<file path="src/hw/rtl/assert_macros.svh">
// Assertion macros shared by the ring RTL.
// Depends on nothing; include by bare file name.
`ifndef ASSERT_MACROS_SVH
`define ASSERT_MACROS_SVH

// Clocked assertion with reset disable and a fixed message.
`define ASSERT_CLK_MSG(lbl, clk, rst_n, prop, msg) \
	lbl: assert property (@(posedge clk) disable iff (!(rst_n)) (prop)) else $error(msg);

// Clocked assertion with the default message.
`define ASSERT_CLK(lbl, clk, rst_n, prop) \
	`ASSERT_CLK_MSG(lbl, clk, rst_n, prop, "ring assertion failed")

`endif

</file>
<file path="src/hw/rtl/dor_pkg.sv">
// Package for the drop-oldest event ring: sizes, codes and the command type.
// Depends on nothing; used by every module of the block.
`default_nettype none
package dor_pkg;
	localparam int RING_DEPTH     = 1024;
	localparam int EVENT_BITS     = 64;
	localparam int READ_BURST_MAX = 16;
	localparam int RESULT_CAP     = 16;
	localparam int BURST_LIMIT    = (READ_BURST_MAX < RESULT_CAP) ? READ_BURST_MAX : RESULT_CAP;
	localparam int ADDR_W         = (RING_DEPTH > 1) ? $clog2(RING_DEPTH) : 1;
	localparam int CNT_W          = $clog2(BURST_LIMIT + 1);
	localparam int HEAD_W         = 32;
	localparam int WORD_W         = 64;
	localparam int KIND_W         = 2;
	localparam int REQ_W          = 5;
	localparam int QUEUE_DEPTH    = 2;
	localparam int QPTR_W         = $clog2(QUEUE_DEPTH);
	localparam int QCNT_W         = $clog2(QUEUE_DEPTH + 1);

	localparam logic [KIND_W-1:0] KIND_PUSH = 2'd0;
	localparam logic [KIND_W-1:0] KIND_READ = 2'd1;
	localparam logic [KIND_W-1:0] KIND_TAKE = 2'd2;

	typedef enum logic [2:0] {
		ST_EVENT   = 3'd0,
		ST_PUSHED  = 3'd1,
		ST_DROPPED = 3'd2,
		ST_EMPTY   = 3'd3,
		ST_INVALID = 3'd4
	} status_t;

	typedef enum logic [1:0] {
		CMD_PUSH,
		CMD_READ,
		CMD_TAKE,
		CMD_INVALID
	} cmd_op_t;

	typedef struct packed {
		cmd_op_t               op;
		logic [EVENT_BITS-1:0] data;
		logic [CNT_W-1:0]      count;
	} cmd_t;

	typedef enum logic {
		BK_IDLE,
		BK_READ
	} back_state_t;
endpackage
`default_nettype wire

</file>
<file path="src/hw/rtl/dor_front.sv">
// Front end of the ring: classifies each accepted beat into a command and
// queues it for the back end. Depends on dor_pkg and assert_macros.svh.
`default_nettype none
`include "assert_macros.svh"
module dor_front (
	input  wire logic                        clk,
	input  wire logic                        arst_n,
	input  wire logic                        start,
	input  wire logic [dor_pkg::KIND_W-1:0]  kind,
	input  wire logic [dor_pkg::WORD_W-1:0]  event_word,
	input  wire logic [dor_pkg::REQ_W-1:0]   max_events,
	output logic                             busy,
	output logic                             cmd_valid,
	output dor_pkg::cmd_t                    cmd,
	input  wire logic                        cmd_pop
);
	import dor_pkg::*;

	cmd_t              fifo_q [QUEUE_DEPTH];
	logic [QPTR_W-1:0] wr_ptr_q;
	logic [QPTR_W-1:0] rd_ptr_q;
	logic [QCNT_W-1:0] count_q;
	cmd_t              cls;
	logic              accept;

	always_comb begin
		cls.data  = event_word[EVENT_BITS-1:0];
		cls.count = (max_events > REQ_W'(BURST_LIMIT)) ? CNT_W'(BURST_LIMIT)
		                                                : CNT_W'(max_events);
		priority if (kind == KIND_PUSH) begin
			cls.op = CMD_PUSH;
		end else if (kind == KIND_READ) begin
			cls.op = (max_events == '0) ? CMD_INVALID : CMD_READ;
		end else if (kind == KIND_TAKE) begin
			cls.op = CMD_TAKE;
		end else begin
			cls.op = CMD_INVALID;
		end
	end

	assign busy      = (count_q == QCNT_W'(QUEUE_DEPTH));
	assign accept    = start && !busy;
	assign cmd_valid = (count_q != '0);
	assign cmd       = fifo_q[rd_ptr_q];

	always_ff @(posedge clk) begin
		if (accept) begin
			fifo_q[wr_ptr_q] <= cls;
		end
	end

	always_ff @(posedge clk or negedge arst_n) begin
		if (!arst_n) begin
			wr_ptr_q <= '0;
			rd_ptr_q <= '0;
			count_q  <= '0;
		end else begin
			if (accept) begin
				wr_ptr_q <= (wr_ptr_q == QPTR_W'(QUEUE_DEPTH - 1)) ? '0 : wr_ptr_q + 1'b1;
			end
			if (cmd_pop) begin
				rd_ptr_q <= (rd_ptr_q == QPTR_W'(QUEUE_DEPTH - 1)) ? '0 : rd_ptr_q + 1'b1;
			end
			unique case ({accept, cmd_pop})
				2'b10:   count_q <= count_q + 1'b1;
				2'b01:   count_q <= count_q - 1'b1;
				default: count_q <= count_q;
			endcase
		end
	end

	`ASSERT_CLK(a_count_bound, clk, arst_n, count_q <= QCNT_W'(QUEUE_DEPTH))
	`ASSERT_CLK(a_pop_nonempty, clk, arst_n, cmd_pop |-> count_q != '0)
	`ASSERT_CLK(a_accept_fills, clk, arst_n, accept |=> count_q != '0)
endmodule
`default_nettype wire

</file>
<file path="config.mk">
export PLATFORM = sky130hd
export DESIGN_NAME = dor_front
export DESIGN_NICKNAME = d
export VERILOG_FILES = /design/src/hw/rtl/dor_pkg.sv /design/src/hw/rtl/dor_front.sv
export VERILOG_INCLUDE_DIRS = /design/src /design/src/hw/rtl
export SDC_FILE = /design/constraint.sdc
export NUM_CORES = 1
export LEC_CHECK = 0
export BUFFER_PORTS_ARGS = -buffer_cell sky130_fd_sc_hd__buf_2
export CAP_MARGIN = 25
export CORE_UTILIZATION = 47
export DETAILED_ROUTE_END_ITERATION = 10
export PLACE_DENSITY_LB_ADDON = 0.2
export SLEW_MARGIN = 10
export SYNTH_ARGS = -nofsm -noshare
export SYNTH_HDL_FRONTEND = slang
export SYNTH_SLANG_ARGS = --single-unit
</file>
<file path="constraint.sdc">
create_clock -name clk -period 4.4 [get_ports clk]
set_input_delay 0.44 -clock clk [delete_from_list [all_inputs] [get_ports clk]]
set_output_delay 0.44 -clock clk [all_outputs]
set_load 0.05 [all_outputs]
</file>
==> summary.md, run 1 <==
| Metric | Value |
|---|---|
| Outcome | finished with violations |
| Failing checks | design-rule violations |
| Drt drc | 11 |
| Max-cap check violation count | 0 |
| Root Buffer | clkbuf_16 |
| Final nets | 484 |
| Total CTS buffers | 17 |
| Routed Wire Length | 9340 um |
| Ports | 148 |
| Critical path fanouts, max | 29 |
| Total die area | 0.0126 sq mm |
| H-tree lvl count | 4 |
| 1st-iter DRT viols | 110 |
| CTS max path bufs | 2 |
| FF-to-FF path depth | 2 |
| Most frequent cells in the layout | buf_2 (147), edfxtp_1 (142), mux2_4 (69) |
| Number of port buffers | 147 |
| GRT overflow | 0 |
| Slowest CP cell | dfrtp_4 |
| Startpoint types | flop |
| Worst slew pin tran | 986 ps |
| Worst hold path class | input pin to flop |
| Fin Clk Skew | approximately 5.8 ps |
| FILL cells | between 800 and 900 |
| CP Data Required Time | roughly 4000 ps |
| CP peak stage delay | 780 ps |
| Setup Crit Path Kind | flop to output pin |
| Layout area overhead | 24.6% |
| Avg Inst Size Synth | 23.1 sq um |
| Nature of the critical path endpoint | output pin |
| Core Footprint | roughly 0.012 sq mm |
| Final Hold Viols | 0 |
| Syn Std Cell Area | 0.00572 sq mm |
| Worst hold slack | approximately 220 ps |
| Final worst-path cycle share | a little over 60% |
| Vias in the first global route | 2945 |
| Largest net degree at the start of global routing | 72 |
| Ranking of synthesized cells by area | edfxtp_1 (75%), mux2_4 (18%), buf_12 (2.5%), dfrtp_1 (1.8%), xnor2_1 (0.46%) |
| N_diodes | 0 |
| Final TNS setup | 0 ps |
| #FFs+latches synth | between 100 and 150 |
| Clk Latency, worst-skew pair | 410 ps |
| Share of layout cells above drive strength 1 | 59.9% |
| Seq/Total Area, Yosys | between 70 and 80% |
| Total GRT Usage | 15.9% |
| Avg WL per Cell | 16.6 um |
| Site Rows | 39 |
| Final setup margin | 1690 ps |
| Die span in y | 112 um |
| Via density per instance | about 5 |
| Yosys top cell area share | around 75% |
| Router iterations before antenna repair | 8 |
| Post-DRT Antenna Nets | 0 |
| Post-CTS Resized | 0 |
| Min Tclk post-route | 2710 ps |
| Worst-path cell chain | buf_4 -> mux2_2 -> buf_2 |
| Post-CTS Setup Inserts | 0 |
| Most common cell after layout, fill and taps aside | buf_2 |
| VDD IR max | 0.502 mV |
| CTS tree | done |
| RSZ-0062 raised after global routing | no |
| Hold buffer count at cts | 1 |
| Initial antenna violation count | 0 |
| Yosys warns | 0 |
| Worst path arrival time | 2270 ps |
| Gp weighted congestion | 0.647 |
| Synthesized Nets | ~320 |
| First-pass GRT wire length | 14500 um |
| Via count | 2744 |
| Dpl ws | 2090 ps |
| Max frequency | 0.370 GHz |
| Synth cell types | 19 |
| Leak pwr | between 0.002 and 0.003 uW |
| Final setup fails | 0 |
| Worst slew margin | 34.3% |
| Clk sinks | 146 |
| Synth Instances | 247 |
| Pwr/cell area | between 800 and 900 mW/mm^2 |
| Synth area leader | edfxtp_1 |
| Max-slew violations | 0 |
| Worst-path clk slew | roughly 60 ps |
| Starting Density | between 40% and 50% |
| Post-DP HPWL | just under 6000 um |
| Hold Crit Depth | 1 |
| Die width | about 110 um |
[layout make-up]
| cell class | count | area, sq um | share of cell area [%] |
|---|---|---|---|
| clock buffer | 27 | 493 | 6.92 |
| clock inverter | 5 | 75.1 | 1.05 |
| inverter | 2 | 7.51 | 0.105 |
| multi-input combinational | 89 | 1200 | 16.8 |
| sequential | 146 | 4370 | 61.3 |
| tap | 143 | 179 | 2.51 |
| timing repair buffer | 152 | 801 | 11.2 |
[report_power, final]
part           switching (uW)  internal [uW]  total, uW
Combinational            1590            775       2370
Sequential                154           1910       2060
Clock                     497            877       1370
[logic make-up after synthesis]
| logic type | after synthesis | share of synthesized area [%] |
|---|---|---|
| DFF | 146 | 76.4 |
| muxes | 71 | 18.5 |
| buffers and inverters | 12 | 2.91 |
| and+or+nand+nor | 11 | 1.07 |
| xor gates and xnor gates | 5 | 0.766 |
| AOI/OAI and AO/OA | 1 | 0.153 |
| adders and majority gates | 1 | 0.219 |
[per-stage QoR]
step           cells  instance area, sq um  total power, uW  utilization (%)
5_1_grt          564                  7120             6030             61.3
4_1_cts          563                  7100             5860             61.1
6_report         564                  7120             5800             61.3
3_3_place_gp     530                  6520             4460             56.2
3_5_place_dp     530                  6520             4480             56.2
2_1_floorplan    247                  5720             4160                -
[synth_stat cells]
| cell type | count |
|---|---|
| xnor2_1 | 3 |
| clkbuf_1 | 2 |
| mux2_4 | 69 |
| and3_1 | 1 |
| a31o_2 | 1 |
| buf_6 | 1 |
| nor2_1 | 2 |
| edfxtp_1 | 142 |
| nor2b_1 | 4 |
| or2_2 | 1 |
| ha_1 | 1 |
| buf_12 | 7 |
| inv_1 | 2 |
| nor4_1 | 1 |
| nand2_1 | 1 |
| mux2_2 | 2 |
| xor2_1 | 2 |
| nand2b_1 | 1 |
| dfrtp_1 | 4 |
[final timing paths]
path	from	slack, ps	end
max	rd_ptr_q$_DFFE_PN0P_	1690	cmd[39]
min	event_word[14]	220	fifo_q[0][19]$_DFFE_PP_
max reg2reg	count_q[0]$_DFFE_PN0P_	2560	fifo_q[1][64]$_DFFE_PP_
min reg2reg	count_q[1]$_DFFE_PN0P_	490	count_q[1]$_DFFE_PN0P_
max in group asynchronous	arst_n	3890	rd_ptr_q$_DFFE_PN0P_
min in group asynchronous	arst_n	370	count_q[1]$_DFFE_PN0P_
[sequential cells by signal, indices dropped and copies added (netlist names)]
signal	flops
rd_ptr_q	1
fifo_q	142
count_q	2
wr_ptr_q	1
[worst max-delay path, delay by kind of cell (launching register included)]
kind | cells | cell delay (ps)
buffers and inverters | 2 | 670
flip-flops | 1 | 780
multiplexers | 1 | 380
[metal layers]
| layer | vias to the layer above | routed length, um | global-route usage [%] |
|---|---|---|---|
| met4 | 0 | 139 | 8.53 |
| met2 | 111 | 4640 | 25.8 |
| li1 | 1289 | - | - |
| met1 | 1329 | 3710 | 17.3 |
| met5 | - | 0 | 0 |
| met3 | 15 | 842 | 7.51 |
No activity file was read; power rests on OpenSTA's default activity.
==> inputs of run 2 (changes only) <==
Settings changed: CORE_UTILIZATION 47 to 52.
Clock period 4.4 ns to 2.5 ns, I/O delays scaled along.
==> summary.md, run 2 (synthesized netlist as in run 1, its figures left out) <==
| Metric | Value |
|---|---|
| Number of port buffers | 147 (unchanged) |
| Gp weighted congestion | 0.701 (+8.4%) |
| Hold buffer count at cts | 68 (+67) |
| CP Buf/Inv Count | 2 (unchanged) |
| Final Hold Viols | 0 (unchanged) |
| Setup Crit Path Kind | flop to output pin |
| Reg-to-Reg Start | count_q[0]$_DFFE_PN0P_ |
| Share of layout cells above drive strength 1 | 52.0% (-7.8 points) |
| Critical path fanouts, max | 30 (+3.4%) |
| Total CTS buffers | 17 (unchanged) |
| Final setup margin | 152 ps (-1540 ps) |
| Startpoint types | flop |
| Ports | 148 (unchanged) |
| Worst slew margin | 66.3% (+32 points) |
| Routed Wire Length | 10100 um (+8.2%) |
| Worst-path clk slew | 60 ps (about the same) |
| Total GRT Usage | 18.7% (+2.8 points) |
| Site Rows | 37 (-5.1%) |
| CP peak stage delay | 670 ps (-110 ps) |
| Final worst-path cycle share | 93.9% |
| FF-to-FF path depth | 3 (+1) |
| Post-CTS Setup Inserts | 0 (unchanged) |
| Pwr/cell area | 1320 mW/mm^2 (+62%) |
| Vias in the first global route | 3157 (+7.2%) |
| Top delay family on crit path | flip-flops |
| Dpl ws | 679 ps (-1410 ps) |
| CP Data Required Time | 2250 ps (-1710 ps) |
| Max-cap check violation count | 0 (unchanged) |
| Largest regs | fifo_q: 142 flops, count_q: 2 flops |
| Outcome | finished clean |
| CTS tree | done |
| Worst-path cell chain | buf_12 -> mux2_2 -> buf_2 |
| N_diodes | 0 (unchanged) |
| CTS max path bufs | 2 (unchanged) |
| Max frequency | 0.426 GHz |
| Biggest register | fifo_q |
| Via density per instance | 4.84 (-0.51%) |
| Drt drc | 0 (-11) |
| Max-slew violations | 0 (unchanged) |
| Final TNS setup | 0 ps (unchanged) |
| 1st-iter DRT viols | 110 (unchanged) |
| Critical Path Stages | 3 (unchanged) |
| Post-DP HPWL | 6010 um (+1.9%) |
| Worst slew pin tran | 505 ps (-481 ps) |
| Flip-flop count of the largest register after layout | 142 (unchanged) |
| Total die area | 0.0114 sq mm (-9.4%) |
| Root Buffer | clkbuf_8 |
| Router iterations before antenna repair | 5 (-3) |
| Final nets | 553 (+14%) |
| Leak pwr | 0.00319 uW (+10%) |
| Clk sinks | 146 (unchanged) |
| Most frequent cells in the layout | buf_2 (147), edfxtp_1 (142), mux2_4 (69) |
| Worst path arrival time | 2100 ps (-170 ps) |
| FILL cells | 606 (-29%) |
| Nature of the critical path endpoint | output pin |
| Hold Crit Depth | 1 (unchanged) |
| Post-CTS Resized | 0 (unchanged) |
| Via count | 3030 (+10%) |
| Largest net degree at the start of global routing | 38 (-47%) |
| First-pass GRT wire length | 15500 um (+6.7%) |
| Min Tclk post-route | 2350 ps |
| Worst hold start | max_events[4] |
| Worst hold path class | input pin to flop |
| Core Footprint | 0.0105 sq mm (-9.5%) |
| Critical Path Start | rd_ptr_q$_DFFE_PN0P_ |
| Layout area overhead | 36.5% |
| VDD IR max | 0.984 mV (+96%) |
| Post-DRT Antenna Nets | 0 (unchanged) |
| Fin Clk Skew | 7.41 ps (+1.65 ps) |
| Worst hold slack | 24.7 ps (-191 ps) |
| Final setup fails | 0 (unchanged) |
| Die width | 107 um (-4.8%) |
| Starting Density | 54.4% (+5.2 points) |
| Die span in y | 107 um (-4.8%) |
| H-tree lvl count | 4 (unchanged) |
| Initial antenna violation count | 0 (unchanged) |
| Avg WL per Cell | 16.1 um (-2.6%) |
| RSZ-0062 raised after global routing | no |
| Slowest CP cell | dfrtp_4 |
| Clk Latency, worst-skew pair | 510 ps (+100 ps) |
| GRT overflow | 0 (unchanged) |
| Most common cell after layout, fill and taps aside | buf_2 |
## run 2: cell count changes in the layout (fill, tap and decap cells not counted), sizes merged
| cell | delta |
|---|---|
| buf | +2 |
| clkbuf | -2 |
| clkinv | +2 |
| dlygate4sd3 | +67 |
## run 2: final cells by class
cell class | count | area, sq um | share of cell area (%)
well taps | 136 | 170 | 2.18
multi-input cells | 89 | 1200 | 15.4
flip-flops and latches | 146 | 4370 | 56.0
inverters | 2 | 7.51 | 0.0962
clock inverters | 7 | 83.8 | 1.07
repair buffers | 221 | 1500 | 19.2
clock buffers | 25 | 474 | 6.08
## run 2: path summary, 6_finish.rpt
| check | slack, ps | to |
|---|---|---|
| max | 150 | cmd[47] |
| min | 20 | fifo_q[0][4]$_DFFE_PP_ |
| max reg2reg | 780 | fifo_q[1][43]$_DFFE_PP_ |
| min reg2reg | 510 | count_q[1]$_DFFE_PN0P_ |
| max in group asynchronous | 2270 | rd_ptr_q$_DFFE_PN0P_ |
| min in group asynchronous | 80 | count_q[1]$_DFFE_PN0P_ |
## run 2: where the power goes
group	switching [uW]	internal (uW)	total, uW	leakage [uW]
registers	238	3360	3590	0.00137
clock network	860	1490	2350	0.000277
logic	2900	1470	4370	0.00155
## run 2: through the flow
step / util [%] / total power, uW / instance area [sq um] / instances
3_3_place_gp: 62.4 / 7900 / 6560 / 526
4_1_cts: 74.2 / 10400 / 7800 / 626
5_1_grt: 74.2 / 10700 / 7800 / 626
6_report: 74.2 / 10300 / 7800 / 626
3_5_place_dp: 62.4 / 7950 / 6560 / 526
2_1_floorplan: - / 7300 / 5720 / 247
## run 2: per-layer routing
metal	vias to the layer above	track usage [%]	wire, um
li1	1434	-	-
met1	1470	22.3	4240
met2	112	31.7	5120
met3	14	5.78	603
met4	0	7.73	136
met5	-	0	0
